$ cat src/rtl/amm_pkg.sv
`timescale 1ns / 1ps
// ============================================================================
// amm_pkg
// Shared types and constants of the crosspoint audio matrix mixer.
// ============================================================================
package amm_pkg;

    // Field widths of the stream beats.
    localparam int CHAN_W     = 3;
    localparam int GAIN_W     = 16;
    localparam int SAMPLE_W   = 16;
    localparam int FUNC_W     = 2;
    localparam int ACC_W      = 40;
    localparam int IN_DATA_W  = 40;
    localparam int OUT_DATA_W = 24;

    // Largest channel count addressable by the channel fields, and the
    // largest number of results in one frame.
    localparam int MAX_CHAN = 8;
    localparam int MAX_EMIT = 8;

    // Unity gain in unsigned Q1.15.
    localparam logic [GAIN_W-1:0] UNITY = 16'h8000;

    // Configuration register indexes.
    localparam int          CFG_IDX_W  = 1;
    localparam logic [0:0]  CFG_MASTER = 1'b0;
    localparam logic [0:0]  CFG_ACTIVE = 1'b1;

    // Item kinds carried in tuser.
    typedef enum logic [FUNC_W-1:0] {
        FUNC_SAMPLE = 2'd0,
        FUNC_GAIN   = 2'd1,
        FUNC_VOL    = 2'd2
    } t_func;

    // Sequencer states.
    typedef enum logic [2:0] {
        ST_IDLE,
        ST_ACC,
        ST_EMIT_RD,
        ST_EMIT_M1,
        ST_EMIT_M2,
        ST_EMIT_WR
    } t_state;

    // Load strobes of the output scaling pipeline.
    typedef struct packed {
        logic ld_vol;
        logic ld_master;
    } t_scale_ctl;

    // Clamp a gain to unity.
    function automatic logic [GAIN_W-1:0] sat_gain(input logic [GAIN_W-1:0] v);
        logic [GAIN_W-1:0] r;
        r = (v > UNITY) ? UNITY : v;
        return r;
    endfunction

endpackage

$ cat src/rtl/amm_gain_ram.sv
`timescale 1ns / 1ps
// ============================================================================
// amm_gain_ram
// Crosspoint gain storage: one write port, one registered read port, and a
// valid bit per entry so that unwritten entries read as unity.
// ============================================================================
module amm_gain_ram #(
    parameter int DEPTH = 64,
    parameter int AW    = 6
) (
    input  logic                          i_clk,
    input  logic                          i_rst_n,
    input  logic                          i_wr_en,
    input  logic [AW-1:0]                 i_wr_addr,
    input  logic [amm_pkg::GAIN_W-1:0]    i_wr_data,
    input  logic [AW-1:0]                 i_rd_addr,
    output logic [amm_pkg::GAIN_W-1:0]    o_rd_data
);

    logic [amm_pkg::GAIN_W-1:0] mem [DEPTH];
    logic [DEPTH-1:0]           r_valid;
    logic [amm_pkg::GAIN_W-1:0] r_rd_data;
    logic                       r_rd_valid;

    // Storage array and registered read.
    always_ff @(posedge i_clk) begin
        if (i_wr_en) begin
            mem[i_wr_addr] <= i_wr_data;
        end
        r_rd_data <= mem[i_rd_addr];
    end

    // Entry valid bits; reset returns every entry to unity at once.
    always_ff @(posedge i_clk) begin
        if (!i_rst_n) begin
            r_valid    <= '0;
            r_rd_valid <= 1'b0;
        end else begin
            if (i_wr_en) begin
                r_valid[i_wr_addr] <= 1'b1;
            end
            r_rd_valid <= r_valid[i_rd_addr];
        end
    end

    assign o_rd_data = r_rd_valid ? r_rd_data : amm_pkg::UNITY;

endmodule

$ cat src/rtl/amm_acc_ram.sv
`timescale 1ns / 1ps
// ============================================================================
// amm_acc_ram
// Output accumulator storage with a registered read port and per-entry valid
// bits; a cleared entry reads as zero.
// ============================================================================
module amm_acc_ram #(
    parameter int DEPTH = 8,
    parameter int AW    = 3
) (
    input  logic                         i_clk,
    input  logic                         i_rst_n,
    input  logic                         i_clr_all,
    input  logic                         i_wr_en,
    input  logic [AW-1:0]                i_wr_addr,
    input  logic [amm_pkg::ACC_W-1:0]    i_wr_data,
    input  logic [AW-1:0]                i_rd_addr,
    output logic [amm_pkg::ACC_W-1:0]    o_rd_data
);

    logic [amm_pkg::ACC_W-1:0] mem [DEPTH];
    logic [DEPTH-1:0]          r_valid;
    logic [amm_pkg::ACC_W-1:0] r_rd_data;
    logic                      r_rd_valid;

    // Storage array and registered read.
    always_ff @(posedge i_clk) begin
        if (i_wr_en) begin
            mem[i_wr_addr] <= i_wr_data;
        end
        r_rd_data <= mem[i_rd_addr];
    end

    // Valid bits: a write marks its entry, the frame end clears them all.
    always_ff @(posedge i_clk) begin
        if (!i_rst_n) begin
            r_valid    <= '0;
            r_rd_valid <= 1'b0;
        end else begin
            if (i_clr_all) begin
                r_valid <= '0;
            end else if (i_wr_en) begin
                r_valid[i_wr_addr] <= 1'b1;
            end
            r_rd_valid <= r_valid[i_rd_addr];
        end
    end

    assign o_rd_data = r_rd_valid ? r_rd_data : '0;

endmodule

$ cat src/rtl/amm_scale.sv
`timescale 1ns / 1ps
// ============================================================================
// amm_scale
// Output scaling: accumulator shifted by 15, times output volume, times
// master volume, each product arithmetic-shifted by 15, saturated to 16 bits.
// ============================================================================
module amm_scale (
    input  logic                            i_clk,
    input  amm_pkg::t_scale_ctl             i_ctl,
    input  logic [amm_pkg::ACC_W-1:0]       i_acc,
    input  logic [amm_pkg::GAIN_W-1:0]      i_vol,
    input  logic [amm_pkg::GAIN_W-1:0]      i_master,
    output logic [amm_pkg::SAMPLE_W-1:0]    o_sample,
    output logic                            o_clip
);

    logic signed [24:0] acc_q;
    logic signed [16:0] vol_s;
    logic signed [16:0] master_s;
    logic signed [41:0] n_m1;
    logic signed [41:0] r_m1;
    logic signed [26:0] m1_q;
    logic signed [43:0] n_m2;
    logic signed [43:0] r_m2;
    logic signed [28:0] m2_q;

    // First product: shifted accumulator times output volume.
    assign acc_q = $signed(i_acc[39:15]);
    assign vol_s = $signed({1'b0, i_vol});
    assign n_m1  = acc_q * vol_s;

    // Second product: shifted first product times master volume.
    assign m1_q     = r_m1[41:15];
    assign master_s = $signed({1'b0, i_master});
    assign n_m2     = m1_q * master_s;

    always_ff @(posedge i_clk) begin
        if (i_ctl.ld_vol) begin
            r_m1 <= n_m1;
        end
        if (i_ctl.ld_master) begin
            r_m2 <= n_m2;
        end
    end

    // Saturate the final value to signed 16 bits.
    assign m2_q = r_m2[43:15];

    always_comb begin
        if (m2_q > 29'sd32767) begin
            o_sample = 16'h7FFF;
            o_clip   = 1'b1;
        end else if (m2_q < -29'sd32768) begin
            o_sample = 16'h8000;
            o_clip   = 1'b1;
        end else begin
            o_sample = m2_q[15:0];
            o_clip   = 1'b0;
        end
    end

endmodule

$ cat src/rtl/audio_matrix_mixer.sv
`timescale 1ns / 1ps
// ============================================================================
// audio_matrix_mixer
// Crosspoint audio mixer with stored gain matrix, output and master volume.
// ============================================================================
// Items enter on the slave stream: tuser is the kind (sample, gain write,
// volume write), tlast marks the last sample of a frame. A sample sweeps the
// accumulator memory one output per cycle through a read, multiply, add and
// write-back pipeline, and holds the input until the sweep is done (outputs
// capped at eight). On a frame end, each active output is read, scaled by
// two registered multipliers and saturated, one result after another; the
// results leave on the master stream with tlast on the last one, and the
// accumulators are cleared. The output register holds a result while the
// receiver stalls; the emit sequence then waits, and no new item is taken
// until the frame is out. After the last result is loaded the next item is
// accepted even if that result has not been taken yet. Reset restores unity
// gains and volumes, an empty mix, master volume unity and eight active
// outputs. The configuration port is always ready and is to be written
// only while idle; the block itself does not enforce this.
// ============================================================================
module audio_matrix_mixer #(
    parameter int NUM_INPUTS  = 8,
    parameter int NUM_OUTPUTS = 8
) (
    input  logic                              i_clk,
    input  logic                              i_rst_n,
    // Slave stream
    input  logic                              i_s_tvalid,
    output logic                              o_s_tready,
    // [2:0] in_chan, [5:3] out_chan, [21:6] gain_value, [37:22] sample_value
    input  logic [amm_pkg::IN_DATA_W-1:0]     i_s_tdata,
    // [1:0] func
    input  logic [amm_pkg::FUNC_W-1:0]        i_s_tuser,
    input  logic                              i_s_tlast,
    // Master stream
    output logic                              o_m_tvalid,
    input  logic                              i_m_tready,
    // [2:0] out_index, [18:3] mixed_sample
    output logic [amm_pkg::OUT_DATA_W-1:0]    o_m_tdata,
    // [0] clipped
    output logic                              o_m_tuser,
    output logic                              o_m_tlast,
    // Configuration write channel
    input  logic                              i_cfg_valid,
    output logic                              o_cfg_ready,
    input  logic [amm_pkg::CFG_IDX_W-1:0]     i_cfg_index,
    input  logic [amm_pkg::GAIN_W-1:0]        i_cfg_data
);

    // Channels reachable through the 3-bit channel fields.
    localparam int N_IN  = (NUM_INPUTS  > amm_pkg::MAX_CHAN) ? amm_pkg::MAX_CHAN : NUM_INPUTS;
    localparam int N_OUT = (NUM_OUTPUTS > amm_pkg::MAX_EMIT) ? amm_pkg::MAX_EMIT : NUM_OUTPUTS;
    localparam int AW    = (N_OUT > 1) ? $clog2(N_OUT) : 1;
    localparam int CNT_W = $clog2(N_OUT + 1);
    localparam int G_DEPTH = N_IN * N_OUT;
    localparam int GAW   = (G_DEPTH > 1) ? $clog2(G_DEPTH) : 1;

    // Input field unpacking.
    logic [amm_pkg::CHAN_W-1:0]    in_chan;
    logic [amm_pkg::CHAN_W-1:0]    out_chan;
    logic [amm_pkg::GAIN_W-1:0]    gain_value;
    logic [amm_pkg::SAMPLE_W-1:0]  sample_value;
    amm_pkg::t_func                func;

    assign in_chan      = i_s_tdata[2:0];
    assign out_chan     = i_s_tdata[5:3];
    assign gain_value   = i_s_tdata[21:6];
    assign sample_value = i_s_tdata[37:22];
    assign func         = amm_pkg::t_func'(i_s_tuser);

    // Control and configuration registers.
    amm_pkg::t_state               r_state, n_state;
    logic [amm_pkg::GAIN_W-1:0]    r_master;
    logic [3:0]                    r_active;
    logic [amm_pkg::GAIN_W-1:0]    r_vol [N_OUT];
    logic [amm_pkg::CHAN_W-1:0]    r_ic;
    logic signed [amm_pkg::SAMPLE_W-1:0] r_smp;
    logic                          r_eof;
    logic [CNT_W-1:0]              r_cnt;
    logic                          r_s1_v, r_s2_v;
    logic [AW-1:0]                 r_s1_o, r_s2_o;
    logic signed [32:0]            r_prod;
    logic [AW-1:0]                 r_eo;

    // Output register.
    logic                          r_out_v;
    logic [amm_pkg::CHAN_W-1:0]    r_out_idx;
    logic [amm_pkg::SAMPLE_W-1:0]  r_out_smp;
    logic                          r_out_clip;
    logic                          r_out_last;

    logic                          s_accept;
    logic                          issue;
    logic                          sweep_done;
    logic                          out_free;
    logic                          emit_load;
    logic                          emit_last;
    logic [CNT_W-1:0]              n_emit;
    logic                          gain_we;
    logic [GAW-1:0]                gain_waddr;
    logic [GAW-1:0]                gain_raddr;
    logic [amm_pkg::GAIN_W-1:0]    gain_rd;
    logic signed [32:0]            n_prod;
    logic                          acc_we;
    logic [AW-1:0]                 acc_raddr;
    logic [amm_pkg::ACC_W-1:0]     acc_rd;
    logic [amm_pkg::ACC_W-1:0]     acc_wdata;
    logic                          acc_clr;
    amm_pkg::t_scale_ctl           scale_ctl;
    logic [amm_pkg::GAIN_W-1:0]    master_sat;
    logic [amm_pkg::SAMPLE_W-1:0]  scaled;
    logic                          scaled_clip;

    assign o_s_tready  = (r_state == amm_pkg::ST_IDLE);
    assign o_cfg_ready = 1'b1;
    assign s_accept    = i_s_tvalid && o_s_tready;

    // Gain matrix writes happen on accepted gain items only.
    assign gain_we    = s_accept && (func == amm_pkg::FUNC_GAIN)
                        && (int'(in_chan) < N_IN) && (int'(out_chan) < N_OUT);
    assign gain_waddr = GAW'(int'(in_chan) * N_OUT + int'(out_chan));
    assign gain_raddr = GAW'(int'(r_ic) * N_OUT + int'(r_cnt));

    amm_gain_ram #(
        .DEPTH (G_DEPTH),
        .AW    (GAW)
    ) u_gain_ram (
        .i_clk     (i_clk),
        .i_rst_n   (i_rst_n),
        .i_wr_en   (gain_we),
        .i_wr_addr (gain_waddr),
        .i_wr_data (amm_pkg::sat_gain(gain_value)),
        .i_rd_addr (gain_raddr),
        .o_rd_data (gain_rd)
    );

    // Accumulation sweep: issue a gain read per output, multiply, then add.
    assign issue      = (r_state == amm_pkg::ST_ACC) && (r_cnt != CNT_W'(N_OUT));
    assign sweep_done = (r_cnt == CNT_W'(N_OUT)) && !r_s1_v && !r_s2_v;
    assign n_prod     = $signed({1'b0, gain_rd}) * r_smp;
    assign acc_we     = r_s2_v;
    assign acc_wdata  = acc_rd + {{(amm_pkg::ACC_W - 33){r_prod[32]}}, r_prod};
    assign acc_raddr  = (r_state == amm_pkg::ST_ACC) ? r_s1_o : r_eo;

    amm_acc_ram #(
        .DEPTH (N_OUT),
        .AW    (AW)
    ) u_acc_ram (
        .i_clk     (i_clk),
        .i_rst_n   (i_rst_n),
        .i_clr_all (acc_clr),
        .i_wr_en   (acc_we),
        .i_wr_addr (r_s2_o),
        .i_wr_data (acc_wdata),
        .i_rd_addr (acc_raddr),
        .o_rd_data (acc_rd)
    );

    // Number of results per frame, clamped to the available outputs; zero gives one.
    always_comb begin
        if (r_active == 4'd0) begin
            n_emit = CNT_W'(1);
        end else if (int'(r_active) > N_OUT) begin
            n_emit = CNT_W'(N_OUT);
        end else begin
            n_emit = CNT_W'(r_active);
        end
    end

    assign master_sat = amm_pkg::sat_gain(r_master);
    assign out_free   = !r_out_v || i_m_tready;
    assign emit_last  = ((CNT_W'(r_eo) + CNT_W'(1)) == n_emit);
    assign emit_load  = (r_state == amm_pkg::ST_EMIT_WR) && out_free;
    assign acc_clr    = emit_load && emit_last;

    assign scale_ctl.ld_vol    = (r_state == amm_pkg::ST_EMIT_M1);
    assign scale_ctl.ld_master = (r_state == amm_pkg::ST_EMIT_M2);

    amm_scale u_scale (
        .i_clk    (i_clk),
        .i_ctl    (scale_ctl),
        .i_acc    (acc_rd),
        .i_vol    (r_vol[r_eo]),
        .i_master (master_sat),
        .o_sample (scaled),
        .o_clip   (scaled_clip)
    );

    // Next-state logic of the sequencer.
    always_comb begin
        n_state = r_state;
        unique case (r_state)
            amm_pkg::ST_IDLE: begin
                if (s_accept && (func == amm_pkg::FUNC_SAMPLE)) begin
                    if (int'(in_chan) < N_IN) begin
                        n_state = amm_pkg::ST_ACC;
                    end else if (i_s_tlast) begin
                        n_state = amm_pkg::ST_EMIT_RD;
                    end
                end
            end
            amm_pkg::ST_ACC: begin
                if (sweep_done) begin
                    n_state = r_eof ? amm_pkg::ST_EMIT_RD : amm_pkg::ST_IDLE;
                end
            end
            amm_pkg::ST_EMIT_RD: n_state = amm_pkg::ST_EMIT_M1;
            amm_pkg::ST_EMIT_M1: n_state = amm_pkg::ST_EMIT_M2;
            amm_pkg::ST_EMIT_M2: n_state = amm_pkg::ST_EMIT_WR;
            amm_pkg::ST_EMIT_WR: begin
                if (out_free) begin
                    n_state = emit_last ? amm_pkg::ST_IDLE : amm_pkg::ST_EMIT_RD;
                end
            end
            default: n_state = amm_pkg::ST_IDLE;
        endcase
    end

    always_ff @(posedge i_clk) begin
        if (!i_rst_n) begin
            r_state <= amm_pkg::ST_IDLE;
        end else begin
            r_state <= n_state;
        end
    end

    // Configuration registers and output volume table.
    always_ff @(posedge i_clk) begin
        if (!i_rst_n) begin
            r_master <= amm_pkg::UNITY;
            r_active <= 4'd8;
            for (int i = 0; i < N_OUT; i++) begin
                r_vol[i] <= amm_pkg::UNITY;
            end
        end else begin
            if (i_cfg_valid) begin
                unique case (i_cfg_index)
                    amm_pkg::CFG_MASTER: r_master <= i_cfg_data;
                    amm_pkg::CFG_ACTIVE: r_active <= i_cfg_data[3:0];
                endcase
            end
            if (s_accept && (func == amm_pkg::FUNC_VOL) && (int'(out_chan) < N_OUT)) begin
                r_vol[out_chan[AW-1:0]] <= amm_pkg::sat_gain(gain_value);
            end
        end
    end

    // Captured sample item, product register and sweep output indexes.
    always_ff @(posedge i_clk) begin
        if (s_accept) begin
            r_ic  <= in_chan;
            r_smp <= $signed(sample_value);
            r_eof <= i_s_tlast;
        end
        if (r_s1_v) begin
            r_prod <= n_prod;
        end
        r_s1_o <= r_cnt[AW-1:0];
        r_s2_o <= r_s1_o;
    end

    // Sweep counters, pipeline valids and emit index.
    always_ff @(posedge i_clk) begin
        if (!i_rst_n) begin
            r_cnt  <= '0;
            r_s1_v <= 1'b0;
            r_s2_v <= 1'b0;
            r_eo   <= '0;
        end else begin
            if (s_accept) begin
                r_cnt <= '0;
                r_eo  <= '0;
            end else begin
                if (issue) begin
                    r_cnt <= r_cnt + CNT_W'(1);
                end
                if (emit_load) begin
                    r_eo <= emit_last ? '0 : r_eo + AW'(1);
                end
            end
            r_s1_v <= issue;
            r_s2_v <= r_s1_v;
        end
    end

    // Output register toward the master stream.
    always_ff @(posedge i_clk) begin
        if (!i_rst_n) begin
            r_out_v <= 1'b0;
        end else if (emit_load) begin
            r_out_v <= 1'b1;
        end else if (i_m_tready) begin
            r_out_v <= 1'b0;
        end
    end

    always_ff @(posedge i_clk) begin
        if (emit_load) begin
            r_out_idx  <= amm_pkg::CHAN_W'(r_eo);
            r_out_smp  <= scaled;
            r_out_clip <= scaled_clip;
            r_out_last <= emit_last;
        end
    end

    assign o_m_tvalid = r_out_v;
    assign o_m_tdata  = {5'b0, r_out_smp, r_out_idx};
    assign o_m_tuser  = r_out_clip;
    assign o_m_tlast  = r_out_last;

    // Accumulators are written back only during a sample sweep.
    a_acc_we_in_sweep: assert property (@(posedge i_clk) disable iff (!i_rst_n)
        acc_we |-> (r_state == amm_pkg::ST_ACC))
        else $error("accumulator written outside a sweep");

    // A loaded result is presented on the next cycle.
    a_load_shows: assert property (@(posedge i_clk) disable iff (!i_rst_n)
        emit_load |=> o_m_tvalid)
        else $error("loaded result not presented");

    // The last result of a frame returns the sequencer to idle.
    a_last_idle: assert property (@(posedge i_clk) disable iff (!i_rst_n)
        (emit_load && emit_last) |=> (r_state == amm_pkg::ST_IDLE) && o_m_tlast)
        else $error("frame end did not return to idle");

    // Input is never taken while a sweep is still in flight.
    a_no_accept_busy: assert property (@(posedge i_clk) disable iff (!i_rst_n)
        (r_s1_v || r_s2_v) |-> !o_s_tready)
        else $error("input ready during sweep");

endmodule
$ cat config.mk
export PLATFORM = sky130hd
export DESIGN_NAME = audio_matrix_mixer
export DESIGN_NICKNAME = d
export VERILOG_FILES = /design/src/rtl/amm_pkg.sv /design/src/rtl/amm_gain_ram.sv /design/src/rtl/amm_acc_ram.sv /design/src/rtl/amm_scale.sv /design/src/rtl/audio_matrix_mixer.sv
export SDC_FILE = /design/constraint.sdc
export NUM_CORES = 2
export LEC_CHECK = 0
export ABC_AREA = 1
export ABC_CLOCK_PERIOD_IN_PS = 9000
export BUFFER_PORTS_ARGS = -buffer_cell sky130_fd_sc_hd__buf_4
export CAP_MARGIN = 20
export CORE_MARGIN = 8
export CORE_UTILIZATION = 38
export DETAILED_ROUTE_END_ITERATION = 8
export MAX_ROUTING_LAYER = met4
export SLEW_MARGIN = 20
export SYNTH_ARGS = -nofsm -noshare
export SYNTH_HDL_FRONTEND = slang
export SYNTH_SLANG_ARGS = --single-unit
export TNS_END_PERCENT = 100
$ cat constraint.sdc
create_clock -name i_clk -period 9 [get_ports i_clk]
set_input_delay 0.9 -clock i_clk [delete_from_list [all_inputs] [get_ports i_clk]]
set_output_delay 0.9 -clock i_clk [all_outputs]
set_load 0.03 [all_outputs]
After elaboration in Yosys (flattened, before gate mapping):

Memories as Yosys holds them, arrays and structs flattened. A register that Yosys moved wholly into a read port is not among the register bits.
Cells that the tools add are included.

* reductions and logical operators: 25
* multiplexer cells: 39
* $mul: 3
* bitwise gates (word level): 4
* equality and inequality tests: 13
* $add $sub $neg: 6
* order comparisons: 11

Operators with widths (number)
* two-way mux 16 bit: 5
* OR 64 bit: 1
* multiplier 27 x 17 -> 44 bit: 1
* multiplier 25 x 17 -> 42 bit: 1
* adder 40 bit: 1
* two-way mux 40 bit: 1
* multiplier 17 x 16 -> 33 bit: 1
* > comparator 16 bit (second input constant): 2
* > comparator 29 x 16 -> 1 bit (second input constant): 1
* < comparator 29 x 16 -> 1 bit (second input constant): 1
* two-way mux 3 bit: 8
* one-hot mux 3 bit (6 select lines): 1
* two-way mux 1 bit: 16
* OR reduction 16 bit: 1
* < comparator 6 x 7 -> 1 bit (second input constant): 2
* logical AND 1 bit: 11
* < comparator 3 x 4 -> 1 bit (second input constant): 2
* two-way mux 4 bit: 2
* OR 8 bit: 1
* adder 6 x 3 -> 6 bit: 1
* adder 6 x 4 -> 6 bit: 1
* binary-select mux 1 bit (select 6 bit): 1
* demux 1 bit (select 6 bit): 1
* equality test 3 x 2 -> 1 bit (second input constant): 2
* other kinds (28): 36

* memory bits (writable): 1472
* output and inout port bits: 29
* memories kept: 3
* register bits after elaboration: 273
* input bits: 65
* logic and storage cells: 128

Memory list
* u_gain_ram.mem: words 64, width 16, rd ports 1, clocked after Yosys merged registers in 1, wr ports 1, RTL line amm_gain_ram.sv:20 `logic [amm_pkg::GAIN_W-1:0] mem [DEPTH];`
* u_acc_ram.mem: words 8, width 40, rd ports 1, clocked after Yosys merged registers in 1, wr ports 1, RTL line amm_acc_ram.sv:21 `logic [amm_pkg::ACC_W-1:0] mem [DEPTH];`
* r_vol: words 8, width 16, rd ports 1, clocked after Yosys merged registers in 1, wr ports 8, RTL line audio_matrix_mixer.sv:75 `logic [amm_pkg::GAIN_W-1:0] r_vol [N_OUT];`

Longest topological paths before layout:

* word-level depth: 8
* gate-level depth with buffers: 32
* gate-level depth less buffers: 31

Modules after synthesis:

From an unflattened synthesis, not the netlist that was laid out.

* cells, all modules: 12305
* area total of the unflattened synthesis: 114646.2 um2

By module, submodules not included
* amm_gain_ram: area each 44477.7 um2, seq. area each 32371.0 um2, cells each 3850, instances 1
* amm_scale: area each 33519.6 um2, seq. area each 1681.6 um2, cells each 4364, instances 1
* audio_matrix_mixer: area each 22288.9 um2, seq. area each 6906.6 um2, cells each 2831, instances 1
* amm_acc_ram: area each 14360.0 um2, seq. area each 10590.2 um2, cells each 1260, instances 1

Worst setup path before layout:

OpenSTA, ideal clock, no wires.

* path type: register -> register
* start: reg (tool-made name)
* end: reg u_scale.r_m1[40], data pin
* arrival: 5915 ps
* cell stages (with the launch flop): 30
* path slack: 2833 ps
* clock period less this slack: 6167 ps
* path buffers: 3
* required time: 8747 ps
* library setup time: 253 ps
* path through: dfxtp_1 -> buf_2 -> clkbuf_2 -> o21ai_0 -> o221ai_1 -> nand2_1 -> inv_2 -> buf_2 -> nand2_1 -> fa_1 -> inv_1 -> fa_1 -> inv_1 -> fa_1 -> inv_1 -> fa_1 -> fa_1 -> inv_1 -> fa_1 -> inv_1 -> ha_1 -> a21oi_1 -> nor2_1 -> nor2_1 -> a21boi_0 -> o21ai_0 -> nand2_1 -> nand3_1 -> nand2_1 -> nand2_1

RTL lines
* to (signal assigned): RTL line amm_scale.sv:39 `r_m1 <= n_m1;`
* to (decl): RTL line amm_scale.sv:21 `logic signed [41:0] r_m1;`

==> impl_metrics.ini <==
[status]
status = completed

[cts]
cts_buffer_depth = 4
cts_buffers = 195
cts_root_buf = clkbuf_16
clk_pin_slew_ps = 70
clk_latency_ps = 880
clock_sinks = 1774
cts_setup_buffers = 0
cts_tree = built
ctsHoldBuffers = 0
cts-resized-gates = 0
htree_levels = 4

[place]
placement.setup.worst_slack_ps = 1460
port_buffers = 85
hpwl_um = 217000
gp_congestion = 0.953

[pwr]
vdd_ir_drop_max_uv = 254
p_leak_nw = 51.1
finalPower_w = 0.0278
p_per_area_nw_per_um2 = 227

[grt]
grt_start_max_net_pins = 176
grt_pass1_wl_um = 483000
antenna_found_initial = 5
grt-ovfl-total = 0
grt_usage_pct = 20.8
grt_pass1_vias = 77800

[detailed_routing]
wl_um = 320000
wl_met1_um = 135000
via_per_inst = 5.13
dr_total_vias = 79000
drc = 0
antenna_left = 0
wl_met3_um = 21700
drtIter0Drc = 6760
drtPass1Iterations = 5
routedWlPerCell_um = 20.8
met2_length_um = 150000
top_layer = met4

[sta]
setup_viol = 0
worst_pin_slew_ps = 1020
fmax_mhz = 132
fin_worst_skew_ps = 113
fin_ws_ps = 1410
period_minus_slack_ps = 7590
rsz0062_at_grt = false
hold_viol = 0
tns_ps = 0
post-route-period-util_pct = 84.4
max_slew_margin_pct = 31.8
maxSlewViolCount = 0

[cells_and_area]
area_growth_pct = 10.4
final_common_cell = nand2_1
nets = 12800
layout-drive-gt1-share_pct = 5.76
fin_util_pct = 42.2
layout_common_cells = 2067 x nand2_1, 1820 x nor2_1, 1652 x inv_1
fillers = 28300

[setup_path]
startpoint_type = flop
r2r-end = u_scale.r_m1[34]
cpMaxStageDelayCell = fa_1
max_stage_delay_ps = 540
crit_fanout = 33
arrival_ps = 8180
cp-end-kind = flop
r2r_cells = 27
worst-r2r-setup-slack_ps = 1410
path_class = flop to flop
crit_required_ps = 9590

[min_path]
hp-class = input port to flop
holdPathEnd = r_smp[6]
whs_path_depth = 1
hp-start = i_s_tdata[28]

[synth]
syn_area_per_cell_sq_um = 9.82
ys_ff_latch = 1774
synthFlopType = edfxtp_1
synth_area_leaders = edfxtp_1 43%, fa_1 18%, nand2_1 7.0%
yosysTopAreaCell = edfxtp_1
synthesis.area_sq_um = 111000
synth_cells = 11300
synth_top_area_share_pct = 43.3
async_flop_share_pct = 0
yosysSeqAreaShare_pct = 46.4
ys_types = 46
synth-edff-count = 1602
synth_warnings = 0

[floorplan]
rows = 198
coreArea_sq_um = 291000
ios = 94
die-height_um = 557
initial_utilization_pct = 38.2
dieArea_sq_um = 310000
die_x_um = 557

[job]
max-cap-violations = 0
## per-stage QoR
step | hold WS (ps) | instance area (sq um) | instances
final | 271 | 123000 | 15400
after global routing | 239 | 123000 | 15400
after CTS | 203 | 123000 | 15400
after detailed placement | 348 | 116000 | 15000
after global placement | 335 | 116000 | 15000
after floorplan | 331 | 111000 | 11300
## cell usage after synthesis (172+ instances only)
cell,number
a21oi_1,195
dfxtp_1,172
fa_1,1001
o22ai_1,341
inv_1,1670
nand2_1,2070
ha_1,372
clkbuf_1,290
edfxtp_1,1602
nor2_1,1830
nand3_1,312
o21ai_0,873
## layout make-up
class / instances / area [sq um] / share of cell area (%)
Clock buffer: 263 / 5520 / 4.49
Multi-Input combinational cell: 7357 / 51100 / 41.7
Tap cell: 3900 / 4880 / 3.97
Timing Repair Buffer: 276 / 2160 / 1.76
Clock inverter: 100 / 1040 / 0.849
Inverter: 1712 / 6450 / 5.25
Antenna cell: 7 / 17.5 / 0.0143
Sequential cell: 1774 / 51600 / 42.0
## power by group
part | switching, W | internal (W)
Clock | 0.00341 | 0.00473
Combinational | 0.00667 | 0.00308
Sequential | 0.000244 | 0.00969
Total | 0.0103 | 0.0175
## layer usage
layer,track usage (%),up-vias
li1,-,36500
met1,27.0,39000
met2,33.7,2866
met3,2.77,569
met4,7.08,0
met5,-,-
## critical path: cells and delay by family (launching register included)
family,cells,cell delay [ps]
AND/OR/NAND/NOR,7,1050
flip-flops,1,300
XOR/XNOR,1,340
AO/OA/AOI/OAI,3,660
adder cells (fa/ha/maj),7,3490
buffers and inverters,9,1460
## kinds of logic after synthesis
kind of cell	synth area share, %
xor gates and xnor gates	0.772
and+or+nand+nor	15.4
other	0.00675
buffers and inverters	7.75
adders and majority gates	22.2
AOI/OAI and AO/OA	7.55
DFF	46.4
## registers in the layout, indices dropped and copies added (netlist names), 4 cells and up, named ones only
| signal | cells |
|---|---|
| r_cnt | 4 |
| u_acc_ram.r_rd_data | 40 |
| r_vol | 128 |
| u_gain_ram.r_rd_data | 16 |
| u_gain_ram.mem | 1024 |
| r_master | 16 |
| u_acc_ram.r_valid | 8 |
| r_active | 4 |
| r_prod | 33 |
| r_out_smp | 16 |
| u_scale.r_m1 | 27 |
| u_scale.r_m2 | 29 |
| u_acc_ram.mem | 320 |
| r_smp | 16 |
| u_gain_ram.r_valid | 64 |
## worst max-delay path by stage
stage / startpoint / endpoint / slack (ps)
after floorplan: flop / u_scale.r_m1[40] / 2830
after global placement: flop / u_scale.r_m1[34] / 1520
after detailed placement: r_master[5] / u_scale.r_m2[27] / 1460
after CTS: r_master[5] / u_scale.r_m2[27] / 1400
after global routing: r_master[5] / u_scale.r_m2[27] / 950
final: flop / u_scale.r_m1[34] / 1410
Power figures use the tool's default switching activity.
